===== config.mk =====
export PLATFORM = sky130hd
export DESIGN_NAME = header_length_xor_frame_receiver_flat
export DESIGN_NICKNAME = d
export VERILOG_FILES = /design/src/rtl/hlx_pkg.sv /design/src/rtl/hlx_stream_if.sv /design/src/rtl/hlx_regs.sv /design/src/rtl/hlx_parser.sv /design/src/rtl/header_length_xor_frame_receiver.sv /design/src/flat_wrapper.sv
export SDC_FILE = /design/constraint.sdc
export NUM_CORES = 1
export LEC_CHECK = 0
export BUFFER_PORTS_ARGS = -buffer_cell sky130_fd_sc_hd__buf_2
export CAP_MARGIN = 20
export CORE_UTILIZATION = 38
export DETAILED_ROUTE_END_ITERATION = 6
export GPL_TIMING_DRIVEN = 0
export PLACE_DENSITY_LB_ADDON = 0.25
export REMOVE_ABC_BUFFERS = 1
export SETUP_SLACK_MARGIN = 0.4
export SLEW_MARGIN = 5
export SYNTH_ARGS = -nofsm -noshare
export SYNTH_HDL_FRONTEND = slang
export SYNTH_HIERARCHICAL = 1
export SYNTH_SLANG_ARGS = --single-unit

===== constraint.sdc =====
create_clock -name clk -period 4 [get_ports clk]
set_input_delay 0 -clock clk [delete_from_list [all_inputs] [get_ports clk]]
set_output_delay 0 -clock clk [all_outputs]
set_load 0.01 [all_outputs]

===== src/rtl/hlx_pkg.sv =====
// Shared types and constants for the header/length/XOR frame receiver.
// Used by the register block, the frame parser and the top level.
package hlx_pkg;

  typedef enum logic [1:0] {
    KIND_BODY = 2'd0,
    KIND_GOOD = 2'd1,
    KIND_BAD  = 2'd2
  } kind_t;

  typedef enum logic [1:0] {
    REG_FIRST_HEADER  = 2'd0,
    REG_SECOND_HEADER = 2'd1,
    REG_MIN_LENGTH    = 2'd2,
    REG_MAX_LENGTH    = 2'd3
  } reg_index_t;

  localparam logic [7:0] FIRST_HEADER_RESET  = 8'hAA;
  localparam logic [7:0] SECOND_HEADER_RESET = 8'h55;
  localparam logic [7:0] MIN_LENGTH_RESET    = 8'd3;
  localparam logic [7:0] MAX_LENGTH_RESET    = 8'd150;

  // Shortest frame: two headers and the length byte, which doubles as checksum.
  localparam logic [7:0] SHORTEST_FRAME = 8'd3;
  localparam logic [7:0] LENGTH_POS     = 8'd2;
  localparam logic [7:0] FIRST_BODY_POS = 8'd3;

  localparam int ADDR_W = 4;

  typedef struct packed {
    logic [7:0] first_header;
    logic [7:0] second_header;
    logic [7:0] min_length;
    logic [7:0] max_length;
  } cfg_t;

endpackage


===== src/rtl/hlx_stream_if.sv =====
// Valid/ready channel interfaces for received bytes and for parser results.
// No dependencies.
interface hlx_byte_if;
  logic       valid;
  logic       ready;
  logic [7:0] rx_byte;

  modport source (output valid, output rx_byte, input ready);
  modport sink   (input valid, input rx_byte, output ready);
endinterface

interface hlx_result_if;
  logic       valid;
  logic       ready;
  logic [1:0] kind;
  logic [7:0] body_byte;
  logic [7:0] position;
  logic [7:0] total_length;

  modport source (output valid, output kind, output body_byte, output position,
                  output total_length, input ready);
  modport sink   (input valid, input kind, input body_byte, input position,
                  input total_length, output ready);
endinterface


===== src/rtl/hlx_regs.sv =====
// APB-style configuration registers of the frame receiver.
// Depends on hlx_pkg for the register indexes, reset values and cfg_t.
module hlx_regs (
  input  logic                       clk,
  input  logic                       rst,
  input  logic                       psel,
  input  logic                       penable,
  input  logic                       pwrite,
  input  logic [hlx_pkg::ADDR_W-1:0] paddr,
  input  logic [31:0]                pwdata,
  output logic [31:0]                prdata,
  output logic                       pready,
  output hlx_pkg::cfg_t              cfg
);
  import hlx_pkg::*;

  reg_index_t idx;
  logic       wr_en;

  assign pready = 1'b1;
  assign idx    = reg_index_t'(paddr[3:2]);
  assign wr_en  = psel && penable && pwrite && pready;

  always_ff @(posedge clk) begin
    if (rst) begin
      cfg.first_header  <= FIRST_HEADER_RESET;
      cfg.second_header <= SECOND_HEADER_RESET;
      cfg.min_length    <= MIN_LENGTH_RESET;
      cfg.max_length    <= MAX_LENGTH_RESET;
    end else if (wr_en) begin
      unique case (idx)
        REG_FIRST_HEADER:  cfg.first_header  <= pwdata[7:0];
        REG_SECOND_HEADER: cfg.second_header <= pwdata[7:0];
        REG_MIN_LENGTH:    cfg.min_length    <= pwdata[7:0];
        REG_MAX_LENGTH:    cfg.max_length    <= pwdata[7:0];
        default: ;
      endcase
    end
  end

  always_comb begin
    prdata = 32'd0;
    unique case (idx)
      REG_FIRST_HEADER:  prdata[7:0] = cfg.first_header;
      REG_SECOND_HEADER: prdata[7:0] = cfg.second_header;
      REG_MIN_LENGTH:    prdata[7:0] = cfg.min_length;
      REG_MAX_LENGTH:    prdata[7:0] = cfg.max_length;
      default:           prdata      = 32'd0;
    endcase
  end

endmodule


===== src/rtl/hlx_parser.sv =====
// Frame parser: hunt state, length check, running XOR and the result register.
// Depends on hlx_pkg and on the channel interfaces in hlx_stream_if.sv.
module hlx_parser (
  input  logic          clk,
  input  logic          rst,
  input  hlx_pkg::cfg_t cfg,
  hlx_byte_if.sink      bytes,
  hlx_result_if.source  results
);
  import hlx_pkg::*;

  typedef enum logic [3:0] {
    PH_HUNT1 = 4'b0001,
    PH_HUNT2 = 4'b0010,
    PH_LEN   = 4'b0100,
    PH_BODY  = 4'b1000
  } phase_t;

  phase_t     phase, phase_next;
  logic [7:0] length_seen, length_seen_next;
  logic [7:0] byte_count, byte_count_next;
  logic [7:0] running_xor, running_xor_next;

  logic       accept;
  logic       emit;
  kind_t      emit_kind;
  logic [7:0] emit_pos;
  logic [7:0] emit_len;
  logic [7:0] b;
  logic       len_bad;
  logic       last_byte;

  // A new word enters whenever the result register is empty or being drained.
  assign bytes.ready = !results.valid || results.ready;
  assign accept      = bytes.valid && bytes.ready;
  assign b           = bytes.rx_byte;

  assign len_bad   = (b < SHORTEST_FRAME) || (b < cfg.min_length) || (b > cfg.max_length);
  assign last_byte = ({1'b0, byte_count} + 9'd1) >= {1'b0, length_seen};

  always_comb begin
    phase_next       = phase;
    length_seen_next = length_seen;
    byte_count_next  = byte_count;
    running_xor_next = running_xor;
    emit             = 1'b0;
    emit_kind        = KIND_BODY;
    emit_pos         = byte_count;
    emit_len         = length_seen;
    unique case (phase)
      PH_HUNT1: begin
        if (b == cfg.first_header) begin
          running_xor_next = b;
          phase_next       = PH_HUNT2;
        end
      end
      PH_HUNT2: begin
        if (b != cfg.second_header) begin
          phase_next       = PH_HUNT1;
          length_seen_next = 8'd0;
          byte_count_next  = 8'd0;
          running_xor_next = 8'd0;
        end else begin
          running_xor_next = running_xor ^ b;
          phase_next       = PH_LEN;
        end
      end
      PH_LEN: begin
        if (len_bad || b == SHORTEST_FRAME) begin
          phase_next       = PH_HUNT1;
          length_seen_next = 8'd0;
          byte_count_next  = 8'd0;
          running_xor_next = 8'd0;
          // The shortest frame ends on its length byte, which is the checksum.
          if (!len_bad) begin
            emit      = 1'b1;
            emit_kind = (b == running_xor) ? KIND_GOOD : KIND_BAD;
            emit_pos  = LENGTH_POS;
            emit_len  = b;
          end
        end else begin
          length_seen_next = b;
          running_xor_next = running_xor ^ b;
          byte_count_next  = FIRST_BODY_POS;
          phase_next       = PH_BODY;
        end
      end
      PH_BODY: begin
        emit = 1'b1;
        if (last_byte) begin
          emit_kind        = (b == running_xor) ? KIND_GOOD : KIND_BAD;
          phase_next       = PH_HUNT1;
          length_seen_next = 8'd0;
          byte_count_next  = 8'd0;
          running_xor_next = 8'd0;
        end else begin
          running_xor_next = running_xor ^ b;
          byte_count_next  = byte_count + 8'd1;
        end
      end
      default: begin
        phase_next = PH_HUNT1;
      end
    endcase
  end

  always_ff @(posedge clk) begin
    if (rst) begin
      phase       <= PH_HUNT1;
      length_seen <= 8'd0;
      byte_count  <= 8'd0;
      running_xor <= 8'd0;
    end else if (accept) begin
      phase       <= phase_next;
      length_seen <= length_seen_next;
      byte_count  <= byte_count_next;
      running_xor <= running_xor_next;
    end
  end

  always_ff @(posedge clk) begin
    if (rst) begin
      results.valid <= 1'b0;
    end else if (accept) begin
      results.valid <= emit;
    end else if (results.ready) begin
      results.valid <= 1'b0;
    end
  end

  always_ff @(posedge clk) begin
    if (accept && emit) begin
      results.kind         <= emit_kind;
      results.body_byte    <= b;
      results.position     <= emit_pos;
      results.total_length <= emit_len;
    end
  end

endmodule


===== src/rtl/header_length_xor_frame_receiver.sv =====
// Header/length/XOR-checksum frame receiver, top level.
// Depends on hlx_pkg, hlx_stream_if.sv, hlx_regs and hlx_parser.
//
// Received bytes arrive one word at a time on the bytes channel. The block
// hunts for the two header bytes, checks the length byte against min_length
// and max_length, then passes each body byte out on the results channel with
// its frame position and the frame length. The last frame byte yields a
// frame-end word that says whether it matched the XOR of all earlier bytes.
// Headers, rejected bytes and a longer frame's length byte yield no word.
//
// One byte is accepted every cycle while results drain. A result word is
// loaded into the output register in the cycle after its byte is accepted.
// The output register is drained in the same cycle that a new byte is
// accepted, so throughput stays at one word per cycle while the receiver
// takes results; a stall drops bytes.ready until the pending result is taken.
//
// Synchronous reset returns the parser to the hunt for the first header,
// empties the output register and loads the register reset values
// (0xAA, 0x55, 3, 150). Registers sit at byte addresses 0, 4, 8 and 12.
module header_length_xor_frame_receiver (
  input  logic                       clk,
  input  logic                       rst,
  input  logic                       psel,
  input  logic                       penable,
  input  logic                       pwrite,
  input  logic [hlx_pkg::ADDR_W-1:0] paddr,
  input  logic [31:0]                pwdata,
  output logic [31:0]                prdata,
  output logic                       pready,
  hlx_byte_if.sink                   bytes,
  hlx_result_if.source               results
);
  import hlx_pkg::*;

  cfg_t cfg;

  hlx_regs u_regs (
    .clk     (clk),
    .rst     (rst),
    .psel    (psel),
    .penable (penable),
    .pwrite  (pwrite),
    .paddr   (paddr),
    .pwdata  (pwdata),
    .prdata  (prdata),
    .pready  (pready),
    .cfg     (cfg)
  );

  hlx_parser u_parser (
    .clk     (clk),
    .rst     (rst),
    .cfg     (cfg),
    .bytes   (bytes),
    .results (results)
  );

endmodule


===== src/flat_wrapper.sv =====
// flat-port wrapper written by rule: the top's interface ports become plain ports
module header_length_xor_frame_receiver_flat import hlx_pkg::*;
  (clk, rst, psel, penable, pwrite, paddr, pwdata, prdata, pready, bytes_valid, bytes_rx_byte, bytes_ready, results_valid, results_kind, results_body_byte, results_position, results_total_length, results_ready);
  hlx_byte_if bytes_i ();
  hlx_result_if results_i ();
  input  logic clk;
  input  logic rst;
  input  logic psel;
  input  logic penable;
  input  logic pwrite;
  input  logic [hlx_pkg::ADDR_W-1:0] paddr;
  input  logic [31:0] pwdata;
  output logic [31:0] prdata;
  output logic pready;
  input wire logic [$bits(bytes_i.valid)-1:0] bytes_valid;
  input wire logic [$bits(bytes_i.rx_byte)-1:0] bytes_rx_byte;
  output wire logic [$bits(bytes_i.ready)-1:0] bytes_ready;
  output wire logic [$bits(results_i.valid)-1:0] results_valid;
  output wire logic [$bits(results_i.kind)-1:0] results_kind;
  output wire logic [$bits(results_i.body_byte)-1:0] results_body_byte;
  output wire logic [$bits(results_i.position)-1:0] results_position;
  output wire logic [$bits(results_i.total_length)-1:0] results_total_length;
  input wire logic [$bits(results_i.ready)-1:0] results_ready;
  assign bytes_i.valid = bytes_valid;
  assign bytes_i.rx_byte = bytes_rx_byte;
  assign bytes_ready = bytes_i.ready;
  assign results_valid = results_i.valid;
  assign results_kind = results_i.kind;
  assign results_body_byte = results_i.body_byte;
  assign results_position = results_i.position;
  assign results_total_length = results_i.total_length;
  assign results_i.ready = results_ready;
  header_length_xor_frame_receiver u_core (.clk(clk), .rst(rst), .psel(psel), .penable(penable), .pwrite(pwrite), .paddr(paddr), .pwdata(pwdata), .prdata(prdata), .pready(pready), .bytes(bytes_i), .results(results_i));
endmodule

==> flow_summary.ini <==
[status]
status = completed

[floorplan]
io_pins = 112
coreArea_um2 = 13300
die-area_um2 = 14110
dieHeight_um = 118.8
start_util = 0.3897
dieWidth_um = 118.8
rows = 42

[cts]
numCtsBuffers = 9
htree_levels = 3
postCtsResizedCells = 0
clock_latency_ns = 0.36
cts_tree = done
cts_setup_buffers = 0
root_buffer = clkbuf_16
path_clk_slew_ns = 0.07
hold_buffers = 10
clockBufferDepth = 2
cts_sinks = 87

[worst_setup_path]
cp-startpoint = u_core/u_parser/byte_count[0]$_SDFFE_PP0P_
rr_endpoint = u_core/u_parser/length_seen[7]$_SDFFE_PP0P_
worstSetupStartpointType = flop
cpPeakStageDelay_ns = 0.43
critical_path.cell_chain = ha_1, nand3_1, nor2_1, xor2_1, ha_1, a21o_1, a21o_1, a211oi_2, nand2_2, and3b_1, a32o_2
cpMaxStageDelayCell = dfxtp_1
critical_path_required_ns = 4.25
path_max_fanout = 9
critical_path.endpoint = u_core/u_parser/length_seen[7]$_SDFFE_PP0P_
r2r_slack_ns = 0.89
arrival_ns = 3.36
ff2ff_path_depth = 11
critPathKind = reg -> reg
end_kind = flop
timing.rr.start = u_core/u_parser/byte_count[0]$_SDFFE_PP0P_

[timing]
grt_setup_unrepaired = no
finalCritPeriodShare = 0.7771
tightestPinTransition_ns = 0.8671
min_period_ns = 3.108
max_slew_margin = 0.4198
final-setup-viol-count = 0
skew_ns = 0.008195
whs_ns = 0.02359
setup_tns_ns = 0
final_hold_viol_count = 0
drv_slew = 0
clock.fmax_ghz = 0.3217

[global_routing]
grt_overflow = 0
antenna_found_initial = 0
grt_pass1_vias = 3556
grt_pass1_wl_um = 18250
grt_max_degree = 68
grt_usage = 0.1678

[final_layout]
num_antenna_cells = 0
area.growth.synth_to_final_pct = 13.19
final_nets = 647
drive_gt1_frac = 0.2149
fill_cells = 1287
multi_input_area_um2 = 2811
postLayoutCoreUtil = 0.4411
seq_area_um2 = 2002

[job]
cap_violations = 0

[pwr]
intPower_uw = 1406
switching_share = 0.2583
power_switching_uw = 489.6
powerDensity_nw_per_um2 = 323.3
p_comb_frac = 0.087
p_leak_uw = 0.002435
seqPwrFrac = 0.481
clock_power_share = 0.432
ir_drop_mv = 0.2442

[route]
postRouteAntennaNets = 0
first_pass_iters = 4
via_per_inst = 5.024
vias = 3783
first_iter_violations = 199
routed_wl_um = 11280
drc = 0
wl_per_cell_um = 14.98

[min_path]
holdPathStages = 1
hold_path.class = in -> reg

[yosys]
ys.flop_type = dfxtp_1
syn_inst = 521
synth-seq-area-share = 0.3864
ys.warnings.count = 6
ys_types = 67
async_reset_ff_frac = 0
ys_ff_latch = 87
netlist_area_um2 = 5181
synth_edf_count = 26
avgSynthCellArea_um2 = 9.945

[placement]
gp_congestion = 0.7857
dp_hpwl_um = 8159
io_buffers = 60
[how the worst min path moves through the flow]
stage / from / end
2_1_floorplan: rst / u_core/u_parser/phase[1]$_SDFFE_PP0P_
3_3_place_gp: pwdata[6] / u_core/u_regs/cfg[22]$_SDFFE_PP1P_
3_5_place_dp: pwdata[6] / u_core/u_regs/cfg[22]$_SDFFE_PP1P_
4_1_cts: bytes_rx_byte[1] / u_core/u_parser/results.body_byte[1]$_DFFE_PP_
5_1_grt: bytes_rx_byte[1] / u_core/u_parser/results.body_byte[1]$_DFFE_PP_
6_report: bytes_rx_byte[1] / u_core/u_parser/results.body_byte[1]$_DFFE_PP_
[cell usage in the layout (no fill, tap or decap), types with 3 or more instances in the layout]
cell type,instances
a211oi_1,5
a21o_1,5
a21oi_1,18
a32o_2,8
buf_2,60
clkbuf_16,9
conb_1,25
dfxtp_1,61
dlygate4sd3_1,10
edfxtp_1,26
ha_1,24
inv_1,25
inv_6,3
mux2i_1,32
mux4_2,8
nand2_1,11
nand2b_1,30
nand3_1,9
nor2_1,59
nor2_2,3
nor2b_1,22
nor3_1,5
nor4_1,8
o21a_1,9
o21ai_0,6
o32ai_1,7
or2_2,3
or3_1,3
xnor2_1,15
xor2_1,15
[state kept, by name, indices dropped and copies added (netlist names)]
name                                  count
u_core/u_parser/results.valid             1
u_core/u_regs/cfg                        32
u_core/u_parser/running_xor               8
u_core/u_parser/byte_count                8
u_core/u_parser/results.body_byte         8
u_core/u_parser/results.kind              2
u_core/u_parser/phase                     4
u_core/u_parser/results.total_length      8
u_core/u_parser/length_seen               8
u_core/u_parser/results.position          8
[logic make-up after synthesis]
kind of cell,synth area share
simple gates,0.2072
flops,0.3864
buf+inv,0.08814
compound gates,0.1116
mux,0.09660
xor+xnor,0.05071
fa+ha+maj,0.05796
other cells,0.001449
[synth_stat cells (3+ instances only)]
library cell,count,share of area
dfxtp_1,61,0.24
ha_1,24,0.058
mux2i_1,32,0.062
or2_2,3,0.0036
nand2_1,11,0.0080
nand2b_1,30,0.036
inv_1,25,0.018
o21a_1,9,0.013
xnor2_1,15,0.025
nor4_1,8,0.0097
o21ai_0,6,0.0058
buf_6,3,0.0065
xor2_1,15,0.025
a21oi_1,18,0.017
nor3_1,5,0.0048
nand3_1,9,0.0087
a32o_2,8,0.017
buf_2,17,0.016
nor2b_1,22,0.027
nor2_1,60,0.043
edfxtp_1,26,0.15
a211oi_1,5,0.0072
buf_4,28,0.041
clkbuf_1,7,0.0051
mux4_2,8,0.035
a21o_1,5,0.0072
or3_1,3,0.0036
o32ai_1,7,0.012
[area by class of cell]
| type | count | area share |
|---|---|---|
| timing repair buffer | 72 | 0.07553 |
| inverter | 27 | 0.01728 |
| multi-input combinational | 375 | 0.4794 |
| tap | 176 | 0.03755 |
| clock buffer | 9 | 0.03840 |
| clock inverter | 7 | 0.01045 |
| sequential | 87 | 0.3414 |
[metal layers]
| metal | global-route usage | part of all wire | vias to the layer above |
|---|---|---|---|
| met4 | 0.06566 | 0.015 | 0 |
| met1 | 0.2123 | 0.45 | 1771 |
| met3 | 0.03813 | 0.055 | 11 |
| li1 | - | - | 1883 |
| met2 | 0.2763 | 0.48 | 118 |
| met5 | 0 | 0 | - |
[critical path: cells and delay by family, from the launching register on]
kind	cells	cell delay, ns
adder cells (fa/ha/maj)	2	0.49
XOR/XNOR	1	0.16
AND/OR/NAND/NOR	4	0.94
AO/OA/AOI/OAI	4	0.97
flip-flops	1	0.43
[through the flow]
step / area [um^2] / setup slack, ns / cells / total power [uW]
finish: 5864 / 0.8918 / 753 / 1896
global route: 5864 / 0.6282 / 753 / 1970
CTS: 5837 / 0.8885 / 752 / 1920
detailed placement: 5450 / 0.9227 / 726 / 1086
global placement: 5433 / 0.06872 / 725 / 1083
floorplan: 4912 / 0.7286 / 489 / 1019
[power by group through the flow]
stage	registers [uW]	logic [uW]	clock network (uW)
3_3_place_gp	932	151	0
4_1_cts	912	163	845
5_1_grt	912	180	878
2_1_floorplan	931	88.0	0
6_report	912	164	820
3_5_place_dp	932	154	0
Note: power is estimated with default switching activity, not from simulation.
